## src/signed_radix_digit_emitter_unit_defines.svh

```systemverilog
// ----------------------------------------------------------------------------
// Assertion macros for the signed radix digit emitter
// Shared concurrent assertion forms, clocked on the rising edge and
// disabled while reset is held.
// ----------------------------------------------------------------------------
`ifndef SIGNED_RADIX_DIGIT_EMITTER_UNIT_DEFINES_SVH
`define SIGNED_RADIX_DIGIT_EMITTER_UNIT_DEFINES_SVH

// Property must hold at every clock edge outside reset
`define SRDE_ASSERT(label, clk, rst_n, prop, msg) \
  label: assert property (@(posedge clk) disable iff (!rst_n) prop) else $error(msg);

// Condition must never be seen at a clock edge outside reset
`define SRDE_NEVER(label, clk, rst_n, cond, msg) \
  label: assert property (@(posedge clk) disable iff (!rst_n) !(cond)) else $error(msg);

`endif

```

## src/srde_pkg.sv

```systemverilog
// ----------------------------------------------------------------------------
// srde_pkg
// Types and constants shared by the signed radix digit emitter.
// ----------------------------------------------------------------------------
package srde_pkg;

  // Datapath widths
  localparam int DATA_W        = 32;
  localparam int SYM_W         = 8;
  localparam int DIVISOR_W     = 5;
  localparam int REM_W         = 4;

  // Divider: eight quotient bits per cycle
  localparam int DIV_STEP_BITS = 8;
  localparam int DIV_STEPS     = DATA_W / DIV_STEP_BITS;
  localparam int DIV_CNT_W     = $clog2(DIV_STEPS);

  // Digit buffer
  localparam int DIGITS_MAX    = 32;
  localparam int DIGIT_IDX_W   = $clog2(DIGITS_MAX);
  localparam int DIGIT_CNT_W   = DIGIT_IDX_W + 1;

  // Sign symbols and smallest usable radix
  localparam logic [SYM_W-1:0]     SIGN_PLUS  = 8'h2B;
  localparam logic [SYM_W-1:0]     SIGN_MINUS = 8'h2D;
  localparam logic [DIVISOR_W-1:0] MIN_RADIX  = 5'd2;

  // Configuration port
  localparam int CFG_ADDR_W = 5;
  localparam int CFG_DATA_W = 64;
  localparam int REG_IDX_W  = 2;

  localparam logic [REG_IDX_W-1:0] REG_RADIX        = 2'd0;
  localparam logic [REG_IDX_W-1:0] REG_SYMBOLS_LOW  = 2'd1;
  localparam logic [REG_IDX_W-1:0] REG_SYMBOLS_HIGH = 2'd2;

  localparam logic [DIVISOR_W-1:0]  RADIX_RST        = 5'd10;
  localparam logic [CFG_DATA_W-1:0] SYMBOLS_LOW_RST  = 64'h3736_3534_3332_3130;
  localparam logic [CFG_DATA_W-1:0] SYMBOLS_HIGH_RST = 64'h0000_0000_0000_3938;

  // Divider request and response
  typedef struct packed {
    logic                 start;
    logic [DATA_W-1:0]    dividend;
    logic [DIVISOR_W-1:0] divisor;
  } div_req_t;

  typedef struct packed {
    logic              done;
    logic [DATA_W-1:0] quotient;
    logic [REM_W-1:0]  remainder;
  } div_rsp_t;

endpackage

```

## src/srde_stream_if.sv

```systemverilog
// ----------------------------------------------------------------------------
// srde stream interfaces
// Valid/ready channels for the input value and the output symbols.
// ----------------------------------------------------------------------------
interface srde_in_if;
  logic                                valid;
  logic                                ready;
  logic signed [srde_pkg::DATA_W-1:0]  value;

  modport source (output valid, output value, input ready);
  modport sink   (input valid, input value, output ready);
endinterface

interface srde_out_if;
  logic                          valid;
  logic                          ready;
  logic [srde_pkg::SYM_W-1:0]    symbol;
  logic                          last;

  modport source (output valid, output symbol, output last, input ready);
  modport sink   (input valid, input symbol, input last, output ready);
endinterface

```

## src/srde_divider.sv

```systemverilog
// ----------------------------------------------------------------------------
// srde_divider
// Iterative unsigned divider, 32-bit dividend by a small divisor (2..16).
// Restoring division, eight quotient bits per cycle; done pulses when the
// quotient and remainder are ready.
// ----------------------------------------------------------------------------
module srde_divider (
  input  logic               clk,
  input  logic               rst_n,
  input  srde_pkg::div_req_t req,
  output srde_pkg::div_rsp_t rsp
);

  logic                               busy_r;
  logic                               done_r;
  logic [srde_pkg::DIV_CNT_W-1:0]     cnt_r;
  logic [srde_pkg::DATA_W-1:0]        quo_r;
  logic [srde_pkg::DATA_W-1:0]        quo_nxt;
  logic [srde_pkg::REM_W-1:0]         rem_r;
  logic [srde_pkg::REM_W-1:0]         rem_nxt;
  logic [srde_pkg::DIVISOR_W-1:0]     dvs_r;

  // One step: eight compare/subtract stages on the narrow remainder
  always_comb begin
    logic [srde_pkg::REM_W-1:0]         rem_v;
    logic [srde_pkg::DIVISOR_W-1:0]     trial;
    logic [srde_pkg::DIV_STEP_BITS-1:0] qbits;
    rem_v = rem_r;
    qbits = '0;
    for (int i = 0; i < srde_pkg::DIV_STEP_BITS; i++) begin
      trial = {rem_v, quo_r[srde_pkg::DATA_W-1-i]};
      if (trial >= dvs_r) begin
        qbits[srde_pkg::DIV_STEP_BITS-1-i] = 1'b1;
        rem_v = srde_pkg::REM_W'(trial - dvs_r);
      end else begin
        rem_v = srde_pkg::REM_W'(trial);
      end
    end
    rem_nxt = rem_v;
    quo_nxt = {quo_r[srde_pkg::DATA_W-srde_pkg::DIV_STEP_BITS-1:0], qbits};
  end

  // Dividend bits shift out at the top while quotient bits shift in below
  always_ff @(posedge clk) begin
    if (!rst_n) begin
      busy_r <= 1'b0;
      done_r <= 1'b0;
      cnt_r  <= '0;
    end else begin
      done_r <= 1'b0;
      if (req.start) begin
        busy_r <= 1'b1;
        cnt_r  <= '0;
        quo_r  <= req.dividend;
        rem_r  <= '0;
        dvs_r  <= req.divisor;
      end else if (busy_r) begin
        quo_r <= quo_nxt;
        rem_r <= rem_nxt;
        cnt_r <= cnt_r + 1'b1;
        if (cnt_r == srde_pkg::DIV_CNT_W'(srde_pkg::DIV_STEPS - 1)) begin
          busy_r <= 1'b0;
          done_r <= 1'b1;
        end
      end
    end
  end

  assign rsp.done      = done_r;
  assign rsp.quotient  = quo_r;
  assign rsp.remainder = rem_r;

endmodule

```

## src/signed_radix_digit_emitter_unit.sv

```systemverilog
// ----------------------------------------------------------------------------
// signed_radix_digit_emitter_unit
// Writes a signed 32-bit value as text in a configured radix, one symbol
// byte per output transfer, most significant digit first.
// ----------------------------------------------------------------------------
// Usage:
//   in_chan  : one signed 32-bit value per transfer (valid/ready).
//   out_chan : symbol bytes; a leading '-' for negatives, then the digits;
//              last marks the final symbol of each number.
//   cfg_*    : APB-style port; radix at 0x00, symbols 0..7 at 0x08,
//              symbols 8..15 at 0x10. Write only while the block is idle.
//   The alphabet is checked one symbol per cycle. A bad
//   radix or alphabet drops the value with no output. Each digit then
//   takes one pass of the shared divider, started from S_DIV_GO and
//   awaited in S_DIV_WAIT, and each symbol goes out via the output register.
//   in_chan is ready only when the sequencer is idle.
//   When the receiver stalls, the output register holds its symbol and the
//   sequencer waits. Reset restores radix 10 and the alphabet "0".."9",
//   and empties the output register.
// ----------------------------------------------------------------------------
`include "signed_radix_digit_emitter_unit_defines.svh"

module signed_radix_digit_emitter_unit #(
  parameter int MAX_BASE = 16
) (
  input  logic                              clk,
  input  logic                              rst_n,
  srde_in_if.sink                           in_chan,
  srde_out_if.source                        out_chan,
  input  logic                              cfg_psel,
  input  logic                              cfg_penable,
  input  logic                              cfg_pwrite,
  input  logic [srde_pkg::CFG_ADDR_W-1:0]   cfg_paddr,
  input  logic [srde_pkg::CFG_DATA_W-1:0]   cfg_pwdata,
  output logic [srde_pkg::CFG_DATA_W-1:0]   cfg_prdata,
  output logic                              cfg_pready
);

  localparam int IDX_W = $clog2(MAX_BASE);
  localparam logic [srde_pkg::DIVISOR_W-1:0] MAX_RADIX = srde_pkg::DIVISOR_W'(MAX_BASE);

  typedef enum logic [2:0] {
    S_IDLE,
    S_CHECK,
    S_DIV_GO,
    S_DIV_WAIT,
    S_SIGN,
    S_EMIT
  } state_t;

  // Configuration registers
  logic [srde_pkg::DIVISOR_W-1:0]   radix_r;
  logic [srde_pkg::CFG_DATA_W-1:0]  symbols_low_r;
  logic [srde_pkg::CFG_DATA_W-1:0]  symbols_high_r;
  logic                             cfg_wr;
  logic [srde_pkg::REG_IDX_W-1:0]   cfg_idx;

  // Sequencer and datapath
  state_t                              state_r;
  logic [srde_pkg::DATA_W-1:0]         mag_r;
  logic                                neg_r;
  logic [IDX_W-1:0]                    idx_r;
  logic [srde_pkg::DIGIT_CNT_W-1:0]    nd_r;
  logic [srde_pkg::DIGIT_IDX_W-1:0]    rd_r;
  logic [IDX_W-1:0]                    digit_r [srde_pkg::DIGITS_MAX];
  logic                                out_valid_r;
  logic [srde_pkg::SYM_W-1:0]          symbol_r;
  logic                                last_r;

  logic [2*srde_pkg::CFG_DATA_W-1:0]   sym_all;
  logic [srde_pkg::SYM_W-1:0]          sym_tab [MAX_BASE];
  logic [IDX_W-1:0]                    sym_sel;
  logic [srde_pkg::SYM_W-1:0]          sym_rd;
  logic [srde_pkg::DIVISOR_W-1:0]      idx_ext;
  logic                                radix_ok;
  logic                                sym_dup;
  logic                                sym_bad;
  logic                                idx_last;
  logic                                out_free;
  logic                                out_load;
  logic                                div_more;

  srde_pkg::div_req_t div_req;
  srde_pkg::div_rsp_t div_rsp;

  // ---------------------------------------------------------------------------
  // Configuration port: index from address bits [4:3], ready always high
  assign cfg_pready = 1'b1;
  assign cfg_wr     = cfg_psel && cfg_penable && cfg_pwrite && cfg_pready;
  assign cfg_idx    = cfg_paddr[srde_pkg::CFG_ADDR_W-1:3];

  always_ff @(posedge clk) begin
    if (!rst_n) begin
      radix_r        <= srde_pkg::RADIX_RST;
      symbols_low_r  <= srde_pkg::SYMBOLS_LOW_RST;
      symbols_high_r <= srde_pkg::SYMBOLS_HIGH_RST;
    end else if (cfg_wr) begin
      unique case (cfg_idx)
        srde_pkg::REG_RADIX:        radix_r <= cfg_pwdata[srde_pkg::DIVISOR_W-1:0];
        srde_pkg::REG_SYMBOLS_LOW:  symbols_low_r <= cfg_pwdata;
        srde_pkg::REG_SYMBOLS_HIGH: symbols_high_r <= cfg_pwdata;
        default: ;
      endcase
    end
  end

  always_comb begin
    unique case (cfg_idx)
      srde_pkg::REG_RADIX:        cfg_prdata = srde_pkg::CFG_DATA_W'(radix_r);
      srde_pkg::REG_SYMBOLS_LOW:  cfg_prdata = symbols_low_r;
      srde_pkg::REG_SYMBOLS_HIGH: cfg_prdata = symbols_high_r;
      default:                    cfg_prdata = '0;
    endcase
  end

  // ---------------------------------------------------------------------------
  // Symbol table; the sym_sel read port is shared by the check and the emit phase
  assign sym_all = {symbols_high_r, symbols_low_r};

  always_comb begin
    for (int k = 0; k < MAX_BASE; k++) begin
      sym_tab[k] = sym_all[srde_pkg::SYM_W*k +: srde_pkg::SYM_W];
    end
  end

  assign sym_sel = (state_r == S_CHECK) ? idx_r : digit_r[rd_r];
  assign sym_rd  = sym_tab[sym_sel];

  // Alphabet check for the symbol at idx_r against all later symbols in use
  assign idx_ext  = srde_pkg::DIVISOR_W'(idx_r);
  assign radix_ok = (radix_r >= srde_pkg::MIN_RADIX) && (radix_r <= MAX_RADIX);
  assign idx_last = (idx_ext + 1'b1) == radix_r;

  always_comb begin
    sym_dup = 1'b0;
    for (int b = 0; b < MAX_BASE; b++) begin
      if ((srde_pkg::DIVISOR_W'(b) > idx_ext) && (srde_pkg::DIVISOR_W'(b) < radix_r) &&
          (sym_tab[b] == sym_rd)) begin
        sym_dup = 1'b1;
      end
    end
  end

  assign sym_bad = (sym_rd == srde_pkg::SIGN_PLUS) || (sym_rd == srde_pkg::SIGN_MINUS) ||
                   sym_dup;

  // ---------------------------------------------------------------------------
  // Shared divider
  assign div_req.start    = (state_r == S_DIV_GO);
  assign div_req.dividend = mag_r;
  assign div_req.divisor  = radix_r;

  srde_divider u_div (
    .clk   (clk),
    .rst_n (rst_n),
    .req   (div_req),
    .rsp   (div_rsp)
  );

  // More digits while the quotient is nonzero and the buffer has room
  assign div_more = (div_rsp.quotient != '0) &&
                    (nd_r != srde_pkg::DIGIT_CNT_W'(srde_pkg::DIGITS_MAX - 1));

  assign out_free = !out_valid_r || out_chan.ready;
  // A symbol enters the output register this cycle
  assign out_load = ((state_r == S_SIGN) || (state_r == S_EMIT)) && out_free;

  // ---------------------------------------------------------------------------
  // Sequencer with the output register
  always_ff @(posedge clk) begin
    if (!rst_n) begin
      state_r     <= S_IDLE;
      out_valid_r <= 1'b0;
      idx_r       <= '0;
      nd_r        <= '0;
      rd_r        <= '0;
    end else begin
      if (out_valid_r && out_chan.ready && !out_load) begin
        out_valid_r <= 1'b0;
      end
      unique case (state_r)
        S_IDLE: begin
          if (in_chan.valid) begin
            neg_r   <= in_chan.value[srde_pkg::DATA_W-1];
            mag_r   <= in_chan.value[srde_pkg::DATA_W-1] ?
                       (srde_pkg::DATA_W'(0) - in_chan.value) : in_chan.value;
            idx_r   <= '0;
            nd_r    <= '0;
            state_r <= S_CHECK;
          end
        end
        S_CHECK: begin
          if (!radix_ok || sym_bad) begin
            state_r <= S_IDLE;
          end else if (idx_last) begin
            state_r <= S_DIV_GO;
          end else begin
            idx_r <= idx_r + 1'b1;
          end
        end
        S_DIV_GO: begin
          state_r <= S_DIV_WAIT;
        end
        S_DIV_WAIT: begin
          if (div_rsp.done) begin
            digit_r[nd_r[srde_pkg::DIGIT_IDX_W-1:0]] <= IDX_W'(div_rsp.remainder);
            nd_r  <= nd_r + 1'b1;
            mag_r <= div_rsp.quotient;
            rd_r  <= nd_r[srde_pkg::DIGIT_IDX_W-1:0];
            if (div_more) begin
              state_r <= S_DIV_GO;
            end else if (neg_r) begin
              state_r <= S_SIGN;
            end else begin
              state_r <= S_EMIT;
            end
          end
        end
        S_SIGN: begin
          if (out_free) begin
            out_valid_r <= 1'b1;
            symbol_r    <= srde_pkg::SIGN_MINUS;
            last_r      <= 1'b0;
            state_r     <= S_EMIT;
          end
        end
        S_EMIT: begin
          if (out_free) begin
            out_valid_r <= 1'b1;
            symbol_r    <= sym_rd;
            last_r      <= (rd_r == '0);
            if (rd_r == '0) begin
              state_r <= S_IDLE;
            end else begin
              rd_r <= rd_r - 1'b1;
            end
          end
        end
        default: state_r <= S_IDLE;
      endcase
    end
  end

  assign in_chan.ready   = (state_r == S_IDLE);
  assign out_chan.valid  = out_valid_r;
  assign out_chan.symbol = symbol_r;
  assign out_chan.last   = last_r;

  // ---------------------------------------------------------------------------
  // Assertions
  `SRDE_ASSERT(a_div_done_in_wait, clk, rst_n, div_rsp.done |-> state_r == S_DIV_WAIT, "divider finished outside wait state")
  `SRDE_ASSERT(a_div_radix_ok, clk, rst_n, (state_r == S_DIV_GO) |-> radix_ok, "division started with a bad radix")
  `SRDE_NEVER(a_nd_bound, clk, rst_n, nd_r > srde_pkg::DIGIT_CNT_W'(srde_pkg::DIGITS_MAX), "digit count overflow")
  `SRDE_ASSERT(a_rd_in_range, clk, rst_n, (state_r == S_EMIT) |-> (srde_pkg::DIGIT_CNT_W'(rd_r) < nd_r), "digit read beyond digits stored")

endmodule

```

## src/flat_wrapper.sv

```systemverilog
// flat-port wrapper written by rule: the top's interface ports become plain ports
module signed_radix_digit_emitter_unit_flat 
#(
  parameter int MAX_BASE = 16
)
  (clk, rst_n, cfg_psel, cfg_penable, cfg_pwrite, cfg_paddr, cfg_pwdata, cfg_prdata, cfg_pready, in_chan_valid, in_chan_value, in_chan_ready, out_chan_valid, out_chan_symbol, out_chan_last, out_chan_ready);
  srde_in_if in_chan_i ();
  srde_out_if out_chan_i ();
  input  logic clk;
  input  logic rst_n;
  input  logic cfg_psel;
  input  logic cfg_penable;
  input  logic cfg_pwrite;
  input  logic [srde_pkg::CFG_ADDR_W-1:0] cfg_paddr;
  input  logic [srde_pkg::CFG_DATA_W-1:0] cfg_pwdata;
  output logic [srde_pkg::CFG_DATA_W-1:0] cfg_prdata;
  output logic cfg_pready;
  input wire logic [$bits(in_chan_i.valid)-1:0] in_chan_valid;
  input wire logic [$bits(in_chan_i.value)-1:0] in_chan_value;
  output wire logic [$bits(in_chan_i.ready)-1:0] in_chan_ready;
  output wire logic [$bits(out_chan_i.valid)-1:0] out_chan_valid;
  output wire logic [$bits(out_chan_i.symbol)-1:0] out_chan_symbol;
  output wire logic [$bits(out_chan_i.last)-1:0] out_chan_last;
  input wire logic [$bits(out_chan_i.ready)-1:0] out_chan_ready;
  assign in_chan_i.valid = in_chan_valid;
  assign in_chan_i.value = in_chan_value;
  assign in_chan_ready = in_chan_i.ready;
  assign out_chan_valid = out_chan_i.valid;
  assign out_chan_symbol = out_chan_i.symbol;
  assign out_chan_last = out_chan_i.last;
  assign out_chan_i.ready = out_chan_ready;
  signed_radix_digit_emitter_unit #(.MAX_BASE(MAX_BASE)) u_core (.clk(clk), .rst_n(rst_n), .in_chan(in_chan_i), .out_chan(out_chan_i), .cfg_psel(cfg_psel), .cfg_penable(cfg_penable), .cfg_pwrite(cfg_pwrite), .cfg_paddr(cfg_paddr), .cfg_pwdata(cfg_pwdata), .cfg_prdata(cfg_prdata), .cfg_pready(cfg_pready));
endmodule
```

## config.mk

```make
export PLATFORM = sky130hd
export DESIGN_NAME = signed_radix_digit_emitter_unit_flat
export DESIGN_NICKNAME = d
export VERILOG_FILES = /design/src/srde_pkg.sv /design/src/srde_stream_if.sv /design/src/srde_divider.sv /design/src/signed_radix_digit_emitter_unit.sv /design/src/flat_wrapper.sv
export VERILOG_INCLUDE_DIRS = /design/src /design/src/src
export SDC_FILE = /design/constraint.sdc
export NUM_CORES = 1
export LEC_CHECK = 0
export ABC_AREA = 1
export BUFFER_PORTS_ARGS = -buffer_cell sky130_fd_sc_hd__buf_4
export CORE_MARGIN = 2
export CORE_UTILIZATION = 50
export CTS_BUF_LIST = sky130_fd_sc_hd__clkbuf_8
export CTS_CLUSTER_DIAMETER = 40
export CTS_CLUSTER_SIZE = 8
export DETAILED_ROUTE_END_ITERATION = 12
export PLACE_DENSITY = 0.8
export SLEW_MARGIN = 15
export SYNTH_ARGS = -nofsm -noshare
export SYNTH_HDL_FRONTEND = slang
export SYNTH_HIERARCHICAL = 1
export SYNTH_SLANG_ARGS = --single-unit
```

## constraint.sdc

```tcl
create_clock -name clk -period 8.74 [get_ports clk]
set_input_delay 0 -clock clk [delete_from_list [all_inputs] [get_ports clk]]
set_output_delay 0 -clock clk [all_outputs]
set_load 0.005 [all_outputs]
```

==> results_tabular.tex <==
\begin{tabular}{lr}
\hline
Metric & Value \\
\hline
\multicolumn{2}{l}{\textbf{Status}} \\
\quad Outcome & finished, violations left \\
\quad Failing checks & negative setup slack \\
\multicolumn{2}{l}{\textbf{Timing}} \\
\quad Rel. slew slack & just over 20\% \\
\quad Total setup violations reported at the end of the flow & 5 \\
\quad Highest achievable clock rate & 109 MHz \\
\quad Final slew viol count & 0 \\
\quad RSZ-0062 raised after global routing & yes \\
\quad Slew at the pin closest to its max-slew limit & 1190 ps \\
\quad Tmin final & around 9200 ps \\
\quad Ratio of final minimum period to clock period & 105\% \\
\quad Endpoints failing hold & 0 \\
\quad Smallest setup slack after layout & -470 ps \\
\quad Final Skew & 57.2 ps \\
\multicolumn{2}{l}{\textbf{Floorplan}} \\
\quad CORE AREA & 43,000 µm² \\
\quad Initial Utilization & about half \\
\quad Number of rows created at floorplan & between 70 and 80 \\
\quad Vertical extent of the die & 213 µm \\
\quad Number of top-level design ports & between 150 and 200 \\
\quad Area of the die & approximately 45,000 µm² \\
\quad DIE WIDTH & approximately 210 µm \\
\multicolumn{2}{l}{\textbf{Setup path}} \\
\quad Slowest cell on crit path & sky130\_fd\_sc\_hd\_\_edfxtp\_1 \\
\quad Data arrival, critical path & 9650 ps \\
\quad Path depth of the worst reg2reg path & 63 \\
\quad Critical path launch point type & register \\
\quad Classification of the worst setup path & reg -> reg \\
\quad Critical Path Fanout Max & 8 \\
\quad Startpoint of the worst setup timing path & u\_core/u\_div/rem\_r[1] \\
\quad Most repeated library cell on the critical path & sky130\_fd\_sc\_hd\_\_nand2\_2 \\
\quad Maximum cell stage delay along the critical path & about 440 ps \\
\quad Required arrival time at the worst endpoint & slightly above 9000 ps \\
\quad Type of destination of the critical path & register \\
\quad Worst R2R Start & u\_core/u\_div/rem\_r[1] \\
\multicolumn{2}{l}{\textbf{Hold path}} \\
\quad Min-delay worst type & in -> reg \\
\quad Launch point of the worst hold path & cfg\_penable \\
\quad Cell count of the worst hold path & 5 \\
\multicolumn{2}{l}{\textbf{Placement}} \\
\quad GPL Wtd Cong & roughly 0.98 \\
\quad Dpl hpwl & $\sim$50 mm \\
\quad Number of port buffers & about 180 \\
\quad Post-Place Setup Slack & -462 ps \\
\multicolumn{2}{l}{\textbf{Cells and area}} \\
\quad Area grow syn2layout & 24.3\% \\
\quad FILL cells & between 3k and 4k \\
\quad Fraction of layout instances using a drive strength above 1 & about 17\% \\
\quad Final \#Nets & 3,325 \\
\quad Antenna cell count & 0 \\
\multicolumn{2}{l}{\textbf{Synthesis}} \\
\quad Post-synth EDFFs & 211 \\
\quad Warning count from the yosys run & 6 \\
\quad Main synth FF type & sky130\_fd\_sc\_hd\_\_edfxtp\_1 \\
\quad Post-Syn Area & 21,700 µm² \\
\quad Library cells used by synthesis & just under 60 \\
\quad Register bit total from synthesis & between 300 and 400 \\
\quad Gate Count Post-Synth & 2,829 \\
\quad Register area share after synthesis & between 40\% and 50\% \\
\quad Asr flop ratio synth & 0\% \\
\quad Synthesized area per cell & 7.69 µm² \\
\quad Synth Net Count & between 2k and 3k \\
\multicolumn{2}{l}{\textbf{Detailed routing}} \\
\quad Antenna Nets Post-Route & 0 \\
\quad Pre-antenna DRT Iters & 9 \\
\quad Total via count in the routed design & around 23k \\
\quad Violation count after the first detailed-routing iteration & 2,923 \\
\quad Wire length per cell after detailed routing & approximately 21 µm \\
\quad Number of vias per cell after detailed routing & approximately 6 \\
\quad Total wire length & 78.8 mm \\
\quad Number of DRC violations after detailed routing & 0 \\
\multicolumn{2}{l}{\textbf{Clock network}} \\
\quad Clock transition at the registers of the reported paths & 60 ps \\
\quad CTS Buf Count & 61 \\
\quad Bufs on Longest Clock Path & 3 \\
\quad Clock network latency to the later pin of the worst-skew pair & approximately 700 ps \\
\quad Clock tree from TritonCTS & yes \\
\quad Total number of clock tree sinks & 372 \\
\quad Clock Root Buffer & sky130\_fd\_sc\_hd\_\_clkbuf\_8 \\
\quad Level count of the clock H-tree & 2 \\
\multicolumn{2}{l}{\textbf{Global routing}} \\
\quad Largest net degree at the start of global routing & 95 \\
\quad Gr usage total & 33.2\% \\
\quad Met2 Resource Use GR & $\sim$53\% \\
\quad Global-route met1 utilization & 42.6\% \\
\quad Global-route wire length before repair & $\sim$120 mm \\
\quad Highest-utilization routing layer at the global route stage & met2 \\
\quad Overflow after GRT & 0 \\
\quad Vias in the first global route & around 21k \\
\quad Initial antenna violation count & 0 \\
\quad Met3 usage & around 6.1\% \\
\multicolumn{2}{l}{\textbf{Run}} \\
\quad Maxcap violations & 0 \\
\hline
\end{tabular}
cell usage after synthesis, types with 26 or more instances:
cell,n,share of area [%]
sky130_fd_sc_hd__a21oi_1,94,2.2
sky130_fd_sc_hd__buf_2,26,0.60
sky130_fd_sc_hd__clkbuf_1,80,1.4
sky130_fd_sc_hd__dfxtp_1,161,15
sky130_fd_sc_hd__edfxtp_1,211,29
sky130_fd_sc_hd__ha_1,52,3.0
sky130_fd_sc_hd__inv_1,216,3.7
sky130_fd_sc_hd__nand2_1,753,13
sky130_fd_sc_hd__nand3_1,403,9.3
sky130_fd_sc_hd__nor2_1,286,4.9
sky130_fd_sc_hd__o21ai_0,179,4.1
sky130_fd_sc_hd__o22ai_1,27,0.78
sky130_fd_sc_hd__xor2_1,61,2.5
worst paths after layout:
kind	endpoint	slack [ps]
hold reg to reg	u_core/u_div/quo_r[1]	510
setup reg to reg	u_core/u_div/rem_r[0]	-470
setup / recovery	u_core/u_div/rem_r[0]	-470
hold / removal	u_core/radix_r[4]	90
worst max-delay path: cells and delay by family (launching register included):
kind | cells | cell delay [ps]
DFF | 1 | 440
and+or+nand+nor | 41 | 4610
buffers and inverters | 9 | 680
AOI/OAI and AO/OA | 5 | 880
adders and majority gates | 8 | 2270
cell usage in the layout (no fill, tap or decap), drive strengths merged, types with 3 or more instances in the layout:
| cell type | Yosys | final |
|---|---|---|
| nand2 | 771 | 771 |
| nand3 | 431 | 431 |
| nor2 | 291 | 291 |
| buf | 60 | 279 |
| inv | 233 | 266 |
| edfxtp | 211 | 211 |
| o21ai | 189 | 189 |
| dfxtp | 161 | 161 |
| dlygate4sd3 | 0 | 126 |
| a21oi | 96 | 96 |
| clkbuf | 80 | 65 |
| xor2 | 61 | 61 |
| ha | 52 | 52 |
| o22ai | 27 | 27 |
| nor3 | 24 | 24 |
| xnor2 | 22 | 22 |
| o211ai | 21 | 21 |
| nor4 | 15 | 15 |
| a22o | 14 | 14 |
| nand4 | 13 | 13 |
| a31oi | 8 | 8 |
| fa | 8 | 8 |
| clkinv | 0 | 6 |
| a211oi | 5 | 5 |
| and2 | 5 | 5 |
| or2 | 5 | 5 |
| nor3b | 4 | 4 |
| bufinv | 0 | 3 |
| clkinvlp | 0 | 3 |
| o221ai | 3 | 3 |
cell families after synthesis:
logic type | share of synthesized area (%)
xor+xnor | 3.34
simple gates | 31.6
fa+ha+maj | 3.73
buf+inv | 7.49
other cells | 0.0172
compound gates | 9.82
flops | 44.0
mux | 0.0460
metal layers:
layer / part of all wire (%) / routed length [µm]
met3: 10 / 8100
met5: 0 / 0
met2: 45 / 35800
met4: 6.1 / 4790
met1: 38 / 30100
stage by stage:
| step | util [%] | area, µm² | setup TNS [ps] | std cells | hold slack [ps] |
|---|---|---|---|---|---|
| floorplan | - | 21700 | 0 | 2829 | 98.9 |
| global placement | 54.8 | 23500 | 0 | 3511 | 219 |
| detailed placement | 54.8 | 23500 | -2080 | 3511 | 225 |
| CTS | 61.4 | 26400 | 0 | 3772 | 23.1 |
| global route | 62.9 | 27000 | -3880 | 3789 | 101 |
| finish | 62.9 | 27000 | -2260 | 3789 | 89.3 |
state kept, by name, summed over array words and instances, names as in the netlist, named ones only:
signal                  cells
u_core/mag_r               32
u_core/idx_r                4
u_core/symbols_high_r      64
u_core/nd_r                 6
u_core/u_div/cnt_r          2
u_core/u_div/quo_r         32
u_core/state_r              3
u_core/radix_r              5
u_core/u_div/done_r         1
u_core/u_div/busy_r         1
u_core/out_chan.valid       1
u_core/out_chan.last        1
u_core/digit_r            128
u_core/rd_r                 5
u_core/neg_r                1
u_core/u_div/rem_r          4
u_core/u_div/dvs_r          5
u_core/symbols_low_r       64
u_core/out_chan.symbol      8
timing repair:
item / CTS / global route
endpoints found under the setup margin: 5 / 5
hold endpoints to repair: 195 / 0
pin swaps: 43 / 72
buffers inserted: 25 / 17
gates resized for setup: 43 / 106
hold buffers: 126 / 0
cell type report:
type | instances | area [µm²] | area share [%]
Clock buffer | 65 | 895 | 3.31
Tap cell | 585 | 732 | 2.71
Timing Repair Buffer | 405 | 3360 | 12.4
Inverter | 233 | 895 | 3.31
Sequential cell | 372 | 9560 | 35.4
Multi-Input combinational cell | 2084 | 11300 | 41.7
Clock inverter | 45 | 305 | 1.13
Power is left out: the tool's default activity adds up to more than one toggle a clock period on the data nets, which glitch-free logic cannot reach.
